==> src/rtl/banked_memory_map_with_port_latch_macros.svh <==
// Assertion macros shared by the banked memory map RTL.
// Depends on nothing; included by the files that check their own logic.
`ifndef BANKED_MEMORY_MAP_WITH_PORT_LATCH_MACROS_SVH
`define BANKED_MEMORY_MAP_WITH_PORT_LATCH_MACROS_SVH

// Same-cycle implication, disabled while reset is high.
`define BMM_ASSERT_NOW(label, clk, rst, ante, cons, msg) \
   label: assert property (@(posedge clk) disable iff (rst) (ante) |-> (cons)) \
      else $error(msg);

// Next-cycle implication, disabled while reset is high.
`define BMM_ASSERT_NEXT(label, clk, rst, ante, cons, msg) \
   label: assert property (@(posedge clk) disable iff (rst) (ante) |=> (cons)) \
      else $error(msg);

`endif

==> src/rtl/bmm_pkg.sv <==
// Types and constants of the banked memory map with port latch.
// Used by bmm_map and by the top level; depends on nothing.
`default_nettype none

package bmm_pkg;

   typedef enum logic [2:0] {
      OP_MEM_READ   = 3'd0,
      OP_MEM_WRITE  = 3'd1,
      OP_PORT_READ  = 3'd2,
      OP_PORT_WRITE = 3'd3,
      OP_ROM_LOAD   = 3'd4
   } op_type;

   typedef enum logic [1:0] {
      SRC_RAM   = 2'd0,
      SRC_ROM   = 2'd1,
      SRC_EMPTY = 2'd2
   } src_type;

   typedef enum logic [1:0] {
      MODE_LOW_ROM    = 2'd0,
      MODE_HIGH_ROM   = 2'd1,
      MODE_HIGH_EMPTY = 2'd2,
      MODE_NONE       = 2'd3
   } mode_type;

   typedef enum logic [2:0] {
      RD_ZERO  = 3'd0,
      RD_RAM   = 3'd1,
      RD_ROM   = 3'd2,
      RD_EMPTY = 3'd3,
      RD_PORT  = 3'd4
   } rd_sel_type;

   typedef struct packed {
      logic    hit;
      src_type kind;
   } map_type;

   localparam logic [15:0] VIDEO_BASE   = 16'hD800;
   localparam logic [15:0] LOW_ROM_TOP  = 16'h3FFF;
   localparam logic [15:0] EMPTY_LOW    = 16'h4000;
   localparam logic [15:0] EMPTY_HIGH   = 16'hBFFF;
   localparam logic [7:0]  EMPTY_BYTE   = 8'hFF;
   localparam logic [7:0]  PORT_C_LOAD  = 8'h06;
   localparam logic [7:0]  PORT_C_BITOP = 8'h07;
   localparam int          BITOP_CLEAR  = 7;

endpackage

`default_nettype wire

==> src/rtl/bmm_map.sv <==
// Overlay address decode: classifies a memory address as RAM, ROM or empty window.
// Depends on bmm_pkg.
`default_nettype none

module bmm_map (
   input  wire logic [1:0]       mode,
   input  wire logic [15:0]      address,
   output bmm_pkg::map_type      map
);

   always_comb begin
      map.hit  = 1'b0;
      map.kind = bmm_pkg::SRC_RAM;
      unique case (bmm_pkg::mode_type'(mode))
         bmm_pkg::MODE_LOW_ROM: begin
            if (address <= bmm_pkg::LOW_ROM_TOP) begin
               map.hit  = 1'b1;
               map.kind = bmm_pkg::SRC_ROM;
            end
         end
         bmm_pkg::MODE_HIGH_ROM: begin
            if (address >= bmm_pkg::VIDEO_BASE) begin
               map.hit  = 1'b1;
               map.kind = bmm_pkg::SRC_ROM;
            end
         end
         bmm_pkg::MODE_HIGH_EMPTY: begin
            if (address >= bmm_pkg::EMPTY_LOW && address <= bmm_pkg::EMPTY_HIGH) begin
               map.hit  = 1'b1;
               map.kind = bmm_pkg::SRC_EMPTY;
            end else if (address >= bmm_pkg::VIDEO_BASE) begin
               map.hit  = 1'b1;
               map.kind = bmm_pkg::SRC_ROM;
            end
         end
         default: begin
            map.hit  = 1'b0;
            map.kind = bmm_pkg::SRC_RAM;
         end
      endcase
   end

endmodule

`default_nettype wire

==> config.mk <==
export PLATFORM = sky130hd
export DESIGN_NAME = bmm_map
export DESIGN_NICKNAME = d
export VERILOG_FILES = /design/src/rtl/banked_memory_map_with_port_latch_macros.svh /design/src/rtl/bmm_pkg.sv /design/src/rtl/bmm_map.sv
export SDC_FILE = /design/constraint.sdc
export NUM_CORES = 1
export LEC_CHECK = 0
export CAP_MARGIN = 5
export CORE_AREA = 2 2 39 41
export DETAILED_ROUTE_END_ITERATION = 16
export DIE_AREA = 0 0 41 43
export DONT_BUFFER_PORTS = 1
export GPL_ROUTABILITY_DRIVEN = 0
export PLACE_DENSITY = 0.3
export SKIP_LAST_GASP = 1
export SLEW_MARGIN = 20
export SYNTH_ARGS = -nofsm -noshare
export SYNTH_HDL_FRONTEND = slang
export SYNTH_SLANG_ARGS = --single-unit
export TNS_END_PERCENT = 5
==> constraint.sdc <==
create_clock -name vclk -period 1.7
set_clock_uncertainty 0.05 [all_clocks]
set_input_delay 0.34 -clock vclk [all_inputs]
set_output_delay 0.34 -clock vclk [all_outputs]
set_load 0.1 [all_outputs]
== Word-level counts from Yosys, hierarchy flattened ==
Cells that the tools add are included.

* Output and inout port bits: 3
* Memories: 0
* Word-level logic and storage cells: 12
* Bits in registers: 0
* Latch bits: 0
* RAM bits: 0
* Bits in read-only memories: 0

* Reduce and logical (&&, ||, !) cells: 2
* Shift-type cells: 0
* $add $sub $neg: 0
* Order comparisons: 4
* Div/mod/pow operators: 0
* Bitwise gates (word level): 0
* Mux-type cells: 4
* $mul: 0
* Eq/ne operators: 2

{| class="wikitable"
|+ Operators by type and width
! cell !! number
|-
| $ge A16 B15 Y1 const B || 1
|-
| $ge A16 B16 Y1 const B || 1
|-
| $le A16 B14 Y1 const B || 1
|-
| $le A16 B16 Y1 const B || 1
|-
| $mux W3 || 3
|-
| $pmux W3 S3 || 1
|-
| $eq A2 B1 Y1 const B || 1
|-
| $eq A2 B2 Y1 const B || 1
|-
| $logic_not A2 Y1 || 1
|-
| $logic_and A1 B1 Y1 || 1
|}

== Longest topological paths before layout ==
* Word-level depth: 4
* Depth in mapped cells: 5
* Gate-level depth less buffers: 5

== Least setup slack after synthesis ==
Ideal clock, no wire load.

* Kind: input to output
* From: in address[14]
* To: out map[1] in the netlist's numbering
* Path slack: -1546 ps
* Path buffers: 0
* Arrival: 2856 ps
* Cell stages on the path: 3
* Data required time: 1310 ps
* Cell sequence: inv_1 > ha_1 > nor3b_1

{| class="wikitable"
|+ RTL lines
! element !! line !! text
|-
| from (decl) || bmm_map.sv:7 || <nowiki>input wire logic [15:0] address,</nowiki>
|-
| to (decl) || bmm_map.sv:8 || <nowiki>output bmm_pkg::map_type map</nowiki>
|}

==> key figures <==
Final layout
  – Ant diodes: 0
  – Layout cells sized above 1: 52.0%
  – Post-route core utilization: 22.2%
  – Final net count: 47
  – Area taken by multi-input logic gates: 204 um2
  – FF+latch count: 0
  – Clkbuf count: 0
  – Commonest non-fill, non-tap cell in the layout: buf_12
  – # fillers: 147
  – Most frequent cells in the layout: buf_12 (3), nand2_1 (2), nor3_1 (2), nor2_1 (2)
  – Register Area: 0 um2
  – Layout area overhead: 78.3%
  – Post-route insts no fill: 41

Min path
  – Hold Path Class: in -> out

Pwr
  – Pwr/cell area: 324 nW/um2
  – Clk network pwr share: 0%
  – Flop pwr share: 0%
  – Peak supply drop: 0.0000825 V
  – Pwr Total: 99.8 uW
  – Leak: 0.118 nW
  – Pint: 43.7 uW
  – Sw Share: 56.2%
  – Combinational share of power: 100.0%
  – Switch Pwr: 56.1 uW

Floorplan
  – Die footprint: 1760 um2
  – Io pins: 21
  – Die Y-Extent: 43 um
  – Initial Utilization: 12.5%
  – Core area: 1380 um2
  – Die width: 41 um
  – Rows: 14

STA
  – Setup TNS: 0 ns
  – Setup violators final: 0
  – Worst slew margin: 87.3%
  – Final Hold Fails: 0
  – Worst slew pin tran: 0.191 ns
  – Final min period: 1.65 ns
  – PnR worst setup slack: 0.0494 ns
  – RSZ-0062 raised after global routing: yes
  – Top achievable clock speed: 606 MHz
  – Slew Viols, Final: 0
  – Period utilization: 97.1%

Global route
  – Initial antenna violation count: 0
  – Largest net degree at the start of global routing: 7
  – GRT Overall Usage: 5.69%
  – Grt total ovfl: 0
  – First-pass GRT wire length: 765 um
  – Vias in the first global route: 196

Route
  – Final wirelength: 419 um
  – Post-DRT Antenna Nets: 0
  – Avg WL per Cell: 10.2 um
  – Vias: 183
  – Pre-antenna DRT Iters: 1
  – DRC viols: 0
  – Vias/cell: 4.46
  – Iter 0 DRT Violations: 0

Placement
  – Post-Place Cells: 41
  – DP Worst Slack: 0.0180 ns
  – Port-buffer cells: 0
  – HPWL after DPL: 412 um

Critical path
  – Crit Path Max Fanout: 2
  – WS Path Type: in -> out
  – Arr. time, crit path: 1.26 ns
  – Crit path capture type: primary output
  – Req. time, crit path: 1.31 ns
  – Startpoint Class: input port

Yosys
  – Post-synthesis average cell area: 7.85 um2
  – Mapped Nets: 42
  – Post-Synthesis Cells: 22
  – Sequential fraction of the synthesis area: 0%
  – Synth warn: 0
  – Post-synthesis cell type count: 15
  – Mapped Area: 173 um2

CTS
  – Postcts setup bufs: 0

Run
  – Number of max-cap violations: 0

Run status
  – Status: finished, final reports clean
## critical path, cell delays in order
cell      delay [ns]
and4bb_1        0.19
nand4_1         0.11
nand2_1         0.09
o311a_2         0.36
buf_12          0.17
## final cells by class
type                       count  share of cell area, %
multi-input combinational     19                   66.3
tap                           16                   6.50
inverter                       3                   7.72
timing repair buffer           3                   19.5
## final timing paths
kind | startpoint | end | slack [ns] | depth (start not counted)
worst max-delay path | address[4] | map[2] | 0.05 | 5
worst min-delay path | mode[0] | map[1] | 0.81 | 2
## cell families (layout without fill, tap and decap cells)
kind of cell / count (synthesis) / in the layout / synth area share (%)
AO/OA/AOI/OAI: 4 / 4 / 18.8
adder cells (fa/ha/maj): 2 / 2 / 14.5
AND/OR/NAND/NOR: 13 / 13 / 60.2
buffers and inverters: 3 / 6 / 6.52
## synthesized netlist by cell type (2+ instances only)
cell     instances  area share [%]
inv_1            3             6.5
ha_1             2              14
nand2_1          2             4.3
nor2_1           2             4.3
nor3_1           2             5.8
nor4b_2          2              17
## power by group through the flow
| stage | registers, mW | clock network [mW] | logic (mW) |
|---|---|---|---|
| 3_5_place_dp | 0 | 0 | 0.0990 |
| 4_1_cts | 0 | 0 | 0.0991 |
| 5_1_grt | 0 | 0 | 0.105 |
| 3_3_place_gp | 0 | 0 | 0.0985 |
| 6_report | 0 | 0 | 0.0998 |
| 2_1_floorplan | 0 | 0 | 0.0707 |
## stage by stage
| stage | hold WS [ns] | instance area [um2] |
|---|---|---|
| final | 0.811 | 308 |
| after global routing | 0.817 | 308 |
| after CTS | 0.812 | 290 |
| after detailed placement | 0.812 | 290 |
| after global placement | 0.811 | 290 |
| after floorplan | 0.740 | 210 |
## per-layer routing
layer / share of wire (%) / vias to the layer above / wire (um) / track usage (%)
met5: 0 / - / 0 / 0
met4: 0 / 0 / 0 / 0
met3: 11 / 0 / 44 / 0.524
met2: 62 / 9 / 261 / 11.3
met1: 27 / 82 / 113 / 6.33
li1: - / 92 / - / -
## repair_timing
action / CTS / global route
hold buffers: 0 / 0
resized for setup: 0 / 2
setup endpoints to repair: 0 / 2
Note: power is estimated with default switching activity, not from simulation.
